[src/rtl/core/dtfd_pkg.sv]
// Shared types, constants and tables of the double to decimal text formatter.
package dtfd_pkg;

  localparam int XW = 113;  // widest exact product: 53-bit fraction times 10^18
  localparam int NDIG = 20;  // BCD digits held for either part

  localparam logic [6:0] CH_ZERO  = 7'h30;
  localparam logic [6:0] CH_DOT   = 7'h2E;
  localparam logic [6:0] CH_MINUS = 7'h2D;
  localparam logic [6:0] CH_NUL   = 7'h00;

  localparam logic [10:0] EXP_ALL = 11'h7FF;
  localparam logic [62:0] MAG_TWO_53 = 63'h4340000000000000;

  localparam logic [0:0] REG_FRACTION_DIGITS = 1'b0;
  localparam logic [0:0] REG_COMPACT_MODE    = 1'b1;

  // one decoded word waiting for the back end
  typedef struct packed {
    logic        err;
    logic        neg;
    logic [53:0] whole;
    logic [52:0] frac;
    logic [10:0] shift;
    logic [4:0]  digits;
    logic        compact;
  } job_t;

  typedef enum logic [3:0] {
    ST_IDLE, ST_MUL, ST_NORM, ST_ROUND, ST_CARRY, ST_CONV, ST_SCAN,
    ST_SIGN, ST_INT, ST_DOT, ST_FRAC, ST_ERR
  } state_t;

  function automatic logic [63:0] pow10(input logic [4:0] d);
    logic [63:0] p;
    begin
      case (d)
        5'd0:  p = 64'd1;
        5'd1:  p = 64'd10;
        5'd2:  p = 64'd100;
        5'd3:  p = 64'd1000;
        5'd4:  p = 64'd10000;
        5'd5:  p = 64'd100000;
        5'd6:  p = 64'd1000000;
        5'd7:  p = 64'd10000000;
        5'd8:  p = 64'd100000000;
        5'd9:  p = 64'd1000000000;
        5'd10: p = 64'd10000000000;
        5'd11: p = 64'd100000000000;
        5'd12: p = 64'd1000000000000;
        5'd13: p = 64'd10000000000000;
        5'd14: p = 64'd100000000000000;
        5'd15: p = 64'd1000000000000000;
        5'd16: p = 64'd10000000000000000;
        5'd17: p = 64'd100000000000000000;
        default: p = 64'd1000000000000000000;
      endcase
      return p;
    end
  endfunction

endpackage

[src/rtl/core/dtfd_front.sv]
// Front end: split a binary64 pattern into whole part, fraction and scale.
module dtfd_front import dtfd_pkg::*; #(
  parameter int MAX_FRACTION_DIGITS = 18
) (
  input  logic [63:0] value_bits,
  input  logic [4:0]  fraction_digits,
  input  logic        compact_mode,
  output job_t        job
);

  logic [10:0] expo;
  logic [62:0] mag;
  logic [52:0] mant;
  logic [10:0] e_eff;
  logic [11:0] s_full;
  logic [5:0]  s_lo;

  always_comb begin
    expo   = value_bits[62:52];
    mag    = value_bits[62:0];
    mant   = {(expo != 11'd0), value_bits[51:0]};
    e_eff  = (expo == 11'd0) ? 11'd1 : expo;
    s_full = 12'd1075 - {1'b0, e_eff};
    s_lo   = s_full[5:0];

    job         = '0;
    job.err     = (expo == EXP_ALL) || (mag > MAG_TWO_53);
    job.neg     = value_bits[63] && (mag != 63'd0);
    job.compact = compact_mode;
    job.digits  = (fraction_digits > 5'(MAX_FRACTION_DIGITS)) ?
                  5'(MAX_FRACTION_DIGITS) : fraction_digits;

    if (s_full[11]) begin
      // exactly 2^53: all integer
      job.whole = {mant, 1'b0};
      job.frac  = '0;
      job.shift = '0;
    end else if (s_full[10:0] >= 11'd53) begin
      job.whole = '0;
      job.frac  = mant;
      job.shift = s_full[10:0];
    end else begin
      job.whole = {1'b0, mant >> s_lo};
      job.frac  = mant & ~({53{1'b1}} << s_lo);
      job.shift = s_full[10:0];
    end
  end

endmodule

[src/rtl/core/dtfd_queue.sv]
// Small register queue between the front and back ends.
module dtfd_queue #(
  parameter int WIDTH = 8,
  parameter int DEPTH = 2
) (
  input  logic             clk,
  input  logic             rst_n,
  input  logic             push,
  input  logic [WIDTH-1:0] wdata,
  output logic             full,
  input  logic             pop,
  output logic [WIDTH-1:0] rdata,
  output logic             empty
);

  localparam int PW = (DEPTH > 1) ? $clog2(DEPTH) : 1;
  localparam int CW = $clog2(DEPTH + 1);

  logic [WIDTH-1:0] mem_r [DEPTH];
  logic [PW-1:0]    wr_ptr_r, rd_ptr_r;
  logic [CW-1:0]    count_r;
  logic             do_push, do_pop;

  assign full    = (count_r == CW'(DEPTH));
  assign empty   = (count_r == '0);
  assign rdata   = mem_r[rd_ptr_r];
  assign do_push = push && !full;
  assign do_pop  = pop && !empty;

  always_ff @(posedge clk) begin
    if (!rst_n) begin
      wr_ptr_r <= '0;
      rd_ptr_r <= '0;
      count_r  <= '0;
    end else begin
      if (do_push) begin
        wr_ptr_r <= (wr_ptr_r == PW'(DEPTH - 1)) ? '0 : wr_ptr_r + 1'b1;
      end
      if (do_pop) begin
        rd_ptr_r <= (rd_ptr_r == PW'(DEPTH - 1)) ? '0 : rd_ptr_r + 1'b1;
      end
      if (do_push && !do_pop) begin
        count_r <= count_r + 1'b1;
      end else if (do_pop && !do_push) begin
        count_r <= count_r - 1'b1;
      end
    end
  end

  always_ff @(posedge clk) begin
    if (do_push) begin
      mem_r[wr_ptr_r] <= wdata;
    end
  end

endmodule

[src/rtl/core/dtfd_back.sv]
// Back end: scale, round, convert to BCD and emit the characters.
module dtfd_back import dtfd_pkg::*; (
  input  logic       clk,
  input  logic       rst_n,
  input  job_t       job,
  input  logic       job_valid,
  output logic       job_pop,
  output logic       out_empty,
  input  logic       out_pop,
  output logic [6:0] out_text_char,
  output logic       out_last_char,
  output logic       out_out_of_range
);

  state_t state_r, state_nxt;

  logic           neg_r, compact_r;
  logic [53:0]    whole_r;
  logic [10:0]    s_r;
  logic [4:0]     d_r;
  logic [XW-1:0]  x_r;
  logic [6:0]     q_r;
  logic           guard_r, sticky_r;
  logic [5:0]     cnt_r;
  logic [63:0]    t_r, ip_sh_r, fp_sh_r;
  logic [NDIG*4-1:0] ibcd_r, fbcd_r;
  logic [NDIG*4-1:0] ibcd_adj, fbcd_adj;
  logic [4:0]     ptr_r, fstop_r;

  logic        out_valid_r, out_last_r, out_oor_r;
  logic [6:0]  out_char_r;

  logic        emit_valid, emit_last, emit_oor, emit_ok;
  logic [6:0]  emit_char;
  logic        x_big;

  // rounding of the scaled fraction
  logic [53:0] rnd_m;
  logic [11:0] sh, neg_sh;
  logic [65:0] sum66, shr66;
  logic [63:0] t_nxt;

  // digit scan
  logic [4:0]  int_top, frac_lo;
  logic        frac_any;

  function automatic logic [NDIG*4-1:0] add3(input logic [NDIG*4-1:0] b);
    logic [NDIG*4-1:0] r;
    begin
      r = b;
      for (int i = 0; i < NDIG; i++) begin
        if (b[i*4 +: 4] >= 4'd5) begin
          r[i*4 +: 4] = b[i*4 +: 4] + 4'd3;
        end
      end
      return r;
    end
  endfunction

  assign x_big    = (x_r[XW-1:53] != '0);
  assign emit_ok  = emit_valid && (!out_valid_r || out_pop);
  assign job_pop  = (state_r == ST_IDLE) && job_valid;
  assign ibcd_adj = add3(ibcd_r);
  assign fbcd_adj = add3(fbcd_r);

  always_comb begin
    rnd_m  = {1'b0, x_r[52:0]} + 54'(guard_r & (sticky_r | x_r[0]));
    sh     = {1'b0, s_r} - {5'b0, q_r};
    neg_sh = 12'd0 - sh;
    sum66  = {12'b0, rnd_m} + (66'd1 << (sh[5:0] - 6'd1));
    shr66  = sum66 >> sh[5:0];
    if (sh[11]) begin
      t_nxt = (neg_sh > 12'd63) ? 64'd0 : ({10'b0, rnd_m} << neg_sh[5:0]);
    end else if (sh == 12'd0) begin
      t_nxt = {10'b0, rnd_m};
    end else if (sh > 12'd63) begin
      t_nxt = 64'd0;
    end else begin
      t_nxt = shr66[63:0];
    end
  end

  always_comb begin
    int_top  = '0;
    frac_lo  = '0;
    frac_any = 1'b0;
    for (int i = 0; i < NDIG; i++) begin
      if (ibcd_r[i*4 +: 4] != 4'd0) begin
        int_top = 5'(i);
      end
    end
    for (int i = NDIG - 1; i >= 0; i--) begin
      if (fbcd_r[i*4 +: 4] != 4'd0) begin
        frac_lo  = 5'(i);
        frac_any = 1'b1;
      end
    end
  end

  always_comb begin
    state_nxt = state_r;
    unique case (state_r)
      ST_IDLE:  if (job_valid) state_nxt = job.err ? ST_ERR : ST_MUL;
      ST_MUL:   if (cnt_r == 6'd0) state_nxt = ST_NORM;
      ST_NORM:  if (!x_big) state_nxt = ST_ROUND;
      ST_ROUND: state_nxt = ST_CARRY;
      ST_CARRY: state_nxt = ST_CONV;
      ST_CONV:  if (cnt_r == 6'd63) state_nxt = ST_SCAN;
      ST_SCAN:  state_nxt = neg_r ? ST_SIGN : ST_INT;
      ST_SIGN:  if (emit_ok) state_nxt = ST_INT;
      ST_INT: begin
        if (emit_ok && ptr_r == 5'd0) state_nxt = (d_r != 5'd0) ? ST_DOT : ST_IDLE;
      end
      ST_DOT:   if (emit_ok) state_nxt = ST_FRAC;
      ST_FRAC:  if (emit_ok && ptr_r == fstop_r) state_nxt = ST_IDLE;
      ST_ERR:   if (emit_ok) state_nxt = ST_IDLE;
      default:  state_nxt = ST_IDLE;
    endcase
  end

  always_comb begin
    emit_valid = 1'b0;
    emit_char  = CH_NUL;
    emit_last  = 1'b0;
    emit_oor   = 1'b0;
    unique case (state_r)
      ST_SIGN: begin
        emit_valid = 1'b1;
        emit_char  = CH_MINUS;
      end
      ST_INT: begin
        emit_valid = 1'b1;
        emit_char  = CH_ZERO | {3'b0, ibcd_r[ptr_r*4 +: 4]};
        emit_last  = (ptr_r == 5'd0) && (d_r == 5'd0);
      end
      ST_DOT: begin
        emit_valid = 1'b1;
        emit_char  = CH_DOT;
      end
      ST_FRAC: begin
        emit_valid = 1'b1;
        emit_char  = CH_ZERO | {3'b0, fbcd_r[ptr_r*4 +: 4]};
        emit_last  = (ptr_r == fstop_r);
      end
      ST_ERR: begin
        emit_valid = 1'b1;
        emit_last  = 1'b1;
        emit_oor   = 1'b1;
      end
      default: emit_valid = 1'b0;
    endcase
  end

  always_ff @(posedge clk) begin
    if (!rst_n) begin
      state_r     <= ST_IDLE;
      out_valid_r <= 1'b0;
    end else begin
      state_r <= state_nxt;
      if (emit_ok) begin
        out_valid_r <= 1'b1;
      end else if (out_pop) begin
        out_valid_r <= 1'b0;
      end
    end
  end

  always_ff @(posedge clk) begin
    if (emit_ok) begin
      out_char_r <= emit_char;
      out_last_r <= emit_last;
      out_oor_r  <= emit_oor;
    end
    case (state_r)
      ST_IDLE: begin
        if (job_valid) begin
          neg_r     <= job.neg;
          compact_r <= job.compact;
          whole_r   <= job.whole;
          s_r       <= job.shift;
          d_r       <= job.digits;
          x_r       <= XW'(job.frac);
          cnt_r     <= {1'b0, job.digits};
          q_r       <= '0;
          guard_r   <= 1'b0;
          sticky_r  <= 1'b0;
        end
      end
      ST_MUL: begin
        // times ten: x*8 + x*2
        if (cnt_r != 6'd0) begin
          x_r   <= (x_r << 3) + (x_r << 1);
          cnt_r <= cnt_r - 6'd1;
        end
      end
      ST_NORM: begin
        // drop one bit towards 53 significant bits
        if (x_big) begin
          sticky_r <= sticky_r | guard_r;
          guard_r  <= x_r[0];
          x_r      <= x_r >> 1;
          q_r      <= q_r + 7'd1;
        end
      end
      ST_ROUND: t_r <= t_nxt;
      ST_CARRY: begin
        if (t_r >= pow10(d_r)) begin
          ip_sh_r <= {10'b0, whole_r} + 64'd1;
          fp_sh_r <= '0;
        end else begin
          ip_sh_r <= {10'b0, whole_r};
          fp_sh_r <= t_r;
        end
        ibcd_r <= '0;
        fbcd_r <= '0;
        cnt_r  <= '0;
      end
      ST_CONV: begin
        ibcd_r  <= {ibcd_adj[NDIG*4-2:0], ip_sh_r[63]};
        fbcd_r  <= {fbcd_adj[NDIG*4-2:0], fp_sh_r[63]};
        ip_sh_r <= {ip_sh_r[62:0], 1'b0};
        fp_sh_r <= {fp_sh_r[62:0], 1'b0};
        cnt_r   <= cnt_r + 6'd1;
      end
      ST_SCAN: begin
        ptr_r <= int_top;
        if (!compact_r) begin
          fstop_r <= '0;
        end else begin
          fstop_r <= frac_any ? frac_lo : d_r - 5'd1;
        end
      end
      ST_INT:  if (emit_ok && ptr_r != 5'd0) ptr_r <= ptr_r - 5'd1;
      ST_DOT:  if (emit_ok) ptr_r <= d_r - 5'd1;
      ST_FRAC: if (emit_ok && ptr_r != fstop_r) ptr_r <= ptr_r - 5'd1;
      default: ;
    endcase
  end

  assign out_empty        = !out_valid_r;
  assign out_text_char    = out_char_r;
  assign out_last_char    = out_last_r;
  assign out_out_of_range = out_oor_r;

  a_oor_is_last: assert property (@(posedge clk) disable iff (!rst_n)
    out_valid_r && out_oor_r |-> out_last_r)
    else $error("error word without last flag");

  a_norm_bound: assert property (@(posedge clk) disable iff (!rst_n)
    state_r == ST_NORM |-> q_r <= 7'd60)
    else $error("normalising shift ran past the product width");

  a_frac_bound: assert property (@(posedge clk) disable iff (!rst_n)
    state_r == ST_CONV && cnt_r == 6'd0 |-> fp_sh_r < pow10(d_r))
    else $error("rounded fraction not below 10^d after carry");

endmodule

[src/rtl/core/double_to_fixed_decimal_text_top.sv]
// Top level of the binary64 to fixed-point decimal text formatter.
//
//  channel   ports                                   handshake
//  -------   -------------------------------------   --------------------------
//  input     in_value_bits                           in_push, in_full
//  result    out_text_char, out_last_char,           out_pop, out_empty
//            out_out_of_range
//  config    cfg_index, cfg_wdata                    cfg_we (no wait, no read)
//
// A word holds the back end for d times-ten steps (d is the clamped digit count,
// at most 18), q one-bit normalising shifts (at most 60), a shift-and-add-3 BCD
// conversion of both parts, the round, carry and scan hand-over states, and n
// characters at one a cycle while the output register is free (at most 36).
// An out-of-range word skips all of that and emits a single error word.
// Reset is synchronous, active low, and clears the queue and both registers.
// A full output register stalls only the back end; the two-entry front queue
// keeps taking words until it fills.
module double_to_fixed_decimal_text_top import dtfd_pkg::*; #(
  parameter int MAX_FRACTION_DIGITS = 18,
  parameter int QUEUE_DEPTH = 2
) (
  input  logic        clk,
  input  logic        rst_n,
  input  logic        in_push,
  output logic        in_full,
  input  logic [63:0] in_value_bits,
  output logic        out_empty,
  input  logic        out_pop,
  output logic [6:0]  out_text_char,
  output logic        out_last_char,
  output logic        out_out_of_range,
  input  logic        cfg_we,
  input  logic [1:0]  cfg_index,
  input  logic [4:0]  cfg_wdata
);

  logic [4:0] fraction_digits_r;
  logic       compact_mode_r;

  job_t front_job, back_job;
  logic q_empty, q_pop;

  // configuration: unknown indexes are dropped
  always_ff @(posedge clk) begin
    if (!rst_n) begin
      fraction_digits_r <= '0;
      compact_mode_r    <= 1'b0;
    end else if (cfg_we && !cfg_index[1]) begin
      if (cfg_index[0] == REG_FRACTION_DIGITS) begin
        fraction_digits_r <= cfg_wdata;
      end else if (cfg_index[0] == REG_COMPACT_MODE) begin
        compact_mode_r <= cfg_wdata[0];
      end
    end
  end

  // classify and split the word as it arrives
  dtfd_front #(
    .MAX_FRACTION_DIGITS(MAX_FRACTION_DIGITS)
  ) u_front (
    .value_bits      (in_value_bits),
    .fraction_digits (fraction_digits_r),
    .compact_mode    (compact_mode_r),
    .job             (front_job)
  );

  // hold decoded words until the back end is free
  dtfd_queue #(
    .WIDTH($bits(job_t)),
    .DEPTH(QUEUE_DEPTH)
  ) u_queue (
    .clk   (clk),
    .rst_n (rst_n),
    .push  (in_push),
    .wdata (front_job),
    .full  (in_full),
    .pop   (q_pop),
    .rdata (back_job),
    .empty (q_empty)
  );

  // scale, round, convert and emit the characters of each word
  dtfd_back u_back (
    .clk              (clk),
    .rst_n            (rst_n),
    .job              (back_job),
    .job_valid        (!q_empty),
    .job_pop          (q_pop),
    .out_empty        (out_empty),
    .out_pop          (out_pop),
    .out_text_char    (out_text_char),
    .out_last_char    (out_last_char),
    .out_out_of_range (out_out_of_range)
  );

endmodule

[config.mk]
export PLATFORM = sky130hd
export DESIGN_NAME = double_to_fixed_decimal_text_top
export DESIGN_NICKNAME = d
export VERILOG_FILES = /design/src/rtl/core/dtfd_pkg.sv /design/src/rtl/core/dtfd_front.sv /design/src/rtl/core/dtfd_queue.sv /design/src/rtl/core/dtfd_back.sv /design/src/rtl/core/double_to_fixed_decimal_text_top.sv
export SDC_FILE = /design/constraint.sdc
export NUM_CORES = 2
export LEC_CHECK = 0
export ABC_AREA = 1
export BUFFER_PORTS_ARGS = -buffer_cell sky130_fd_sc_hd__buf_4
export CAP_MARGIN = 5
export CORE_MARGIN = 4
export CORE_UTILIZATION = 55
export CTS_CLUSTER_SIZE = 14
export DETAILED_ROUTE_END_ITERATION = 8
export PLACE_DENSITY = 0.68
export SETUP_SLACK_MARGIN = 0.15
export SLEW_MARGIN = 20
export SYNTH_ARGS = -nofsm -noshare
export SYNTH_HDL_FRONTEND = slang
export SYNTH_SLANG_ARGS = --single-unit
export TNS_END_PERCENT = 100
[constraint.sdc]
create_clock -name clk -period 15.1 [get_ports clk]
set_input_delay 2.265 -clock clk [delete_from_list [all_inputs] [get_ports clk]]
set_output_delay 2.265 -clock clk [all_outputs]
set_load 0.05 [all_outputs]
# After elaboration in Yosys (flattened, before gate mapping)
# Memory sizes are Yosys's and may differ from the RTL's. A register that Yosys moved wholly into a read port is not among the register bits.
# Cells that the tools add are included.
# op_classes
addsub	57
eq_ne	29
reduce_logical	89
order_cmp	46
mux	162
bitwise	7
shift	7
# ops
cell	n
$mux W64	7
$mux W113	3
$pmux W113 S3	1
$pmux W80 S2	2
$pmux W64 S2	2
$mux W4	58
$reduce_bool A4 Y1	41
$ge A4 B3 Y1 const B	40
$shiftx A80 B8 Y4	2
$add A4 B2 Y4 const B	38
$mux W5	30
$mux W118	1
$mux W117	1
$add A113 B113 Y113	1
$add A54 B66 Y66	1
$shl A1 B6 Y66 const A	1
$shr A66 B6 Y64	1
$ge A64 B64 Y1	1
$shl A54 B6 Y64	1
$gt A63 B63 Y1 const B	1
$reduce_bool A63 Y1	1
$reduce_bool A60 Y1	1
$add A54 B1 Y55 const B	1
$add A53 B54 Y54	1
63 further kinds	160
# word_totals
output_inout_bits	11
in_bits	76
n_memories	2
reg_bits	586
mem_bits_ro	1792
ram_bits	252
# memory_table
memory	words	width	read_ports	rd_ports_with_merged_regs	write_ports	line	rtl
(no name shown)	32	56	1	1	0	dtfd_pkg.sv:37	case (d)
u_queue.mem_r	2	126	1	1	1	dtfd_queue.sv:19	logic [WIDTH-1:0] mem_r [DEPTH];

# Depth between registers and ports, before layout
# logic_depth
ltp_word	22
mapped_depth	42

# By module
# Synthesis repeated with hierarchy kept, for this count alone.
# hier_totals
cells_unflattened	9777
area_unflattened_um2	70995.6
# modules_own_cells
module	n_inst	area_per_inst_um2	cells_per_inst
dtfd_back	1	56107.6	8204
dtfd_queue	1	9485.3	430
dtfd_front	1	5136.2	1102
double_to_fixed_decimal_text_top	1	266.5	41

# Worst setup path before layout
# No wires, ideal clock.
# synth_timing
kind	reg-to-reg
start	reg u_back.state_r[2]
end	reg u_back.state_r[2]
arrival_ns	13.521
synth_period_minus_slack_ns	13.628
stages_incl_launch_ff	6
setup_time_ns	0.107
slack_ns	1.472
path_cell_list	dfxtp_1 inv_1 nor2_1 inv_1 nor2_1 o311a_1
# synth_via
elab_chain_cells	7
word_cells_on_any_way	28
classes_between	eq/ne (20); mux (2); reduce/logical (6)
# synth_lines
element	line	rtl
start: declaration	dtfd_back.sv:15	state_t state_r, state_nxt;
start signal: assignment	dtfd_back.sv:159	state_r <= state_nxt;
$eq A4 B3 Y1 or $eq A4 B4 Y1 (tied branches)	dtfd_back.sv:102, dtfd_back.sv:126	
$reduce_or A5 Y1 (no line)	n/a	
$mux W1	dtfd_back.sv:126	unique case (state_r)
$logic_and A1 B1 Y1	dtfd_back.sv:61	assign emit_ok = emit_valid && (!out_valid_r || out_pop);
$logic_and A1 B1 Y1 (on tied branches)	dtfd_back.sv:115, dtfd_back.sv:112	
$ne A2 B1 Y1 (no line)	n/a	
$reduce_and A9 Y1 (no line)	n/a	
# Several ways; a longest one is shown, not always the timed one.
# A chain may end at the register's enable or synchronous reset.

# Worst setup path after layout
# layout_timing
start	reg u_back.q_r[0]
end	reg u_back.t_r[4], data pin
# layout_via
elab_chain_cells	8
word_cells_on_any_way	14
classes_between	add/sub (4); order compare (2); shift (3); mux (4); reduce/logical (1)
# layout_lines
element	line	rtl
start: declaration	dtfd_back.sv:22	logic [6:0] q_r;
start signal: assignment	dtfd_back.sv:202	q_r <= q_r + 7'd1;
$sub A11 B7 Y12 *	dtfd_back.sv:68	sh = {1'b0, s_r} - {5'b0, q_r};
$sub A6 B1 Y6	dtfd_back.sv:70	sum66 = {12'b0, rnd_m} + (66'd1 << (sh[5:0] - 6'd1));
$shl A1 B6 Y66	dtfd_back.sv:70	
$add A54 B66 Y66	dtfd_back.sv:70	
$shr A66 B6 Y64	dtfd_back.sv:71	shr66 = sum66 >> sh[5:0];
$mux W64	dtfd_back.sv:76	end else if (sh > 12'd63) begin
$mux W64	dtfd_back.sv:74	end else if (sh == 12'd0) begin
$mux W64 *	dtfd_back.sv:72	if (sh[11]) begin
named net u_back.t_nxt[4]	dtfd_back.sv:41	logic [63:0] t_nxt;
end signal: assignment	dtfd_back.sv:205	ST_ROUND: t_r <= t_nxt;
end: declaration	dtfd_back.sv:25	logic [63:0] t_r, ip_sh_r, fp_sh_r;
# The timed path passes the listed nets; every way through them passes the cells marked *.

==> metrics.yaml <==
die_w_um: 365
num_rows: 130
layout_min_cycle_time_ps: 7680
grt_pass1_wl_um: 407000
critical_path.max_fanout: 45
vias: 71256
slew_viol_final: 0
top_layer: "met5"
root_buffer: "clkbuf_16"
io_pins: 87
timing.max_cap.violations: 0
ys_types: 77
die_h_um: 365
endpoint_kind: "flip-flop"
port_buffers: 85
finClkSkew_ps: 84.3
ys_top_cells_by_area: "edfxtp_1, nand2_1, nand3_1, ha_1, inv_1"
worstSetupPathType: "flip-flop to flip-flop"
nets: 9897
seq_area_frac_synth_pct: 37.2
rsz0062_at_grt: "false"
synthTopCellsByCount: "nand2_1, inv_1, nand3_1"
drt_iter0_drc: 9952
worst_slew_pin_slew_ps: 1270
fp.dieArea_um2: 133000
numCtsBuffers: 95
failed_checks: "design-rule violations"
drcViolationCount: 3
grt_pass1_vias: 66736
overflow: 0
yosysMostFrequentCell: "nand2_1"
first_pass_iters: 9
cts.sinks: 889
fmax_mhz: 130
grt_antenna_before_repair: 17
syn-num-nets: 10001
required_ps: 15600
dr_wl_met3_um: 29000
core_um2: 126000
worst_slew_margin_rel_pct: 14.7
wl_per_cell_um: 24.7
grt_max_degree: 103
track_usage_pct: 40.3
ant_nets: 0
hold_class: "flip-flop to flip-flop"
ys_seq_elements: 889
hold_violations: 0
setup_viol: 0
clk_latency_ps: 750
layout-drive-gt1-share_pct: 5.81
path_clk_slew_ps: 60
wl_met1_um: 108000
cts_tree: "yes"
hpwl_um: 215000
viasPerCell: 6.36
clockBufferDepth: 3
post-synth-top-area-fraction_pct: 35.3
synth_warnings: 0
cp-start-kind: "flip-flop"
setup_tns_ps: 0
cts_setup_buffers: 0
cts_resized: 0
crit_slowest_cell: "fa_2"
hold_buffers: 0
holdWs_ps: 456
placed_area_um2: 71900
avgSynthCellArea_um2: 7.31
rrSetupSlack_ps: 7420
netlist_area_um2: 69900
synth_ff_type: "edfxtp_1"
wirelength_um: 277000
htree_levels: 3
fin_util_pct: 59.8
synth_edf_count: 822
place.gp.congestion: 1.06
final_cell_area_um2: 75200
synth_top_area_cell: "edfxtp_1"
initial_core_util_pct: 55.5
arrival_ps: 8180
critPathMostFrequentCell: "nand2_1"
wl_met2_um: 120000
area_delta_synth_final_pct: 7.57
synthArstFlopShare_pct: 0
fin_crit_sh_pct: 50.9
cpPeakStageDelay_ps: 670
outcome: "complete, but fails checks"
synthCells: 9568
-- sequential cells by signal, indices dropped and copies added (netlist names), 2 cells and up, named ones only --
register	cells
u_queue.mem_r	252
u_back.ip_sh_r	64
u_back.whole_r	54
u_back.s_r	11
u_back.fstop_r	5
u_queue.count_r	2
u_back.ibcd_r	80
u_back.state_r	4
u_back.fbcd_r	80
u_back.ptr_r	5
u_back.q_r	7
u_back.t_r	64
u_back.out_text_char	6
u_back.cnt_r	6
u_back.d_r	5
u_back.fp_sh_r	64
fraction_digits_r	5
u_back.x_r	113
-- cell usage in the layout, fill, tap and decap left out, types with 21 or more instances in the layout --
cell       netlist  routed
inv_2           24      23
o22ai_1         66      66
a21oi_1        594     594
o21ai_0        811     807
buf_4           12     177
xor2_1         125     125
a211oi_1        63      63
dfxtp_1         67      66
nor4_1          63      62
o221ai_1        28      28
ha_1           353     352
mux2i_1         21      21
nor2_1         888     876
xnor2_1         50      49
o21ai_1         63      66
a31oi_1         98      98
edfxtp_1       822     822
nand3_1        999     998
nand4_1        112     112
inv_1         1114    1111
o211ai_1       146     146
nand2_1       2119    2114
o21bai_1        26      26
or2_2           30      30
o21a_1          43      43
nor3_1         156     156
clkbuf_16        0      96
a21o_1          25      25
mux2_2          75      75
-- layout make-up --
class,instances,area (µm²)
Clock inverter,55,679
Fill cell,11496,50700
Timing Repair Buffer,177,1330
Clock buffer,119,2580
Multi-Input combinational cell,7157,38200
Antenna cell,13,32.5
Sequential cell,889,26000
Tap cell,1650,2060
Inverter,1144,4310
-- critical path, delay by kind of cell (launching register included) --
| kind | cells | cell delay, ps |
|---|---|---|
| and+or+nand+nor | 20 | 4030 |
| adders and majority gates | 3 | 1230 |
| DFF | 1 | 470 |
| buffers and inverters | 4 | 1390 |
| AOI/OAI and AO/OA | 1 | 340 |
-- final timing paths --
kind                    start       endpoint  cells past startpoint
max             u_back.q_r[0]  u_back.t_r[4]                     28
min reg2reg  u_queue.rd_ptr_r      flip-flop                      1
min          u_queue.rd_ptr_r      flip-flop                      1
max reg2reg     u_back.q_r[0]  u_back.t_r[4]                     28
-- per-layer routing --
layer | global-route usage [%] | up-vias
li1 | - | 32725
met1 | 52.6 | 33211
met5 | 0 | -
met4 | 23.0 | 12
met2 | 62.7 | 4402
met3 | 8.16 | 906
-- cells by family after synthesis --
| group | after synthesis | share of synthesized area [%] |
|---|---|---|
| AO/OA/AOI/OAI | 2056 | 16.7 |
| XOR/XNOR | 177 | 2.24 |
| adder cells (fa/ha/maj) | 357 | 6.43 |
| buffers and inverters | 1522 | 8.38 |
| flip-flops | 889 | 37.2 |
| multiplexers | 96 | 1.51 |
| other | 1 | 0.00536 |
| AND/OR/NAND/NOR | 4470 | 27.5 |
-- per-stage QoR --
stage	std cells	worst slack, ps
floorplan	9568	1470
global placement	11017	7360
detailed placement	11017	7640
CTS	11191	7710
global route	11191	7230
finish	11204	7420
Power is not shown: default switching activity piles up to over one toggle a cycle in this logic, so the estimate is an artifact.
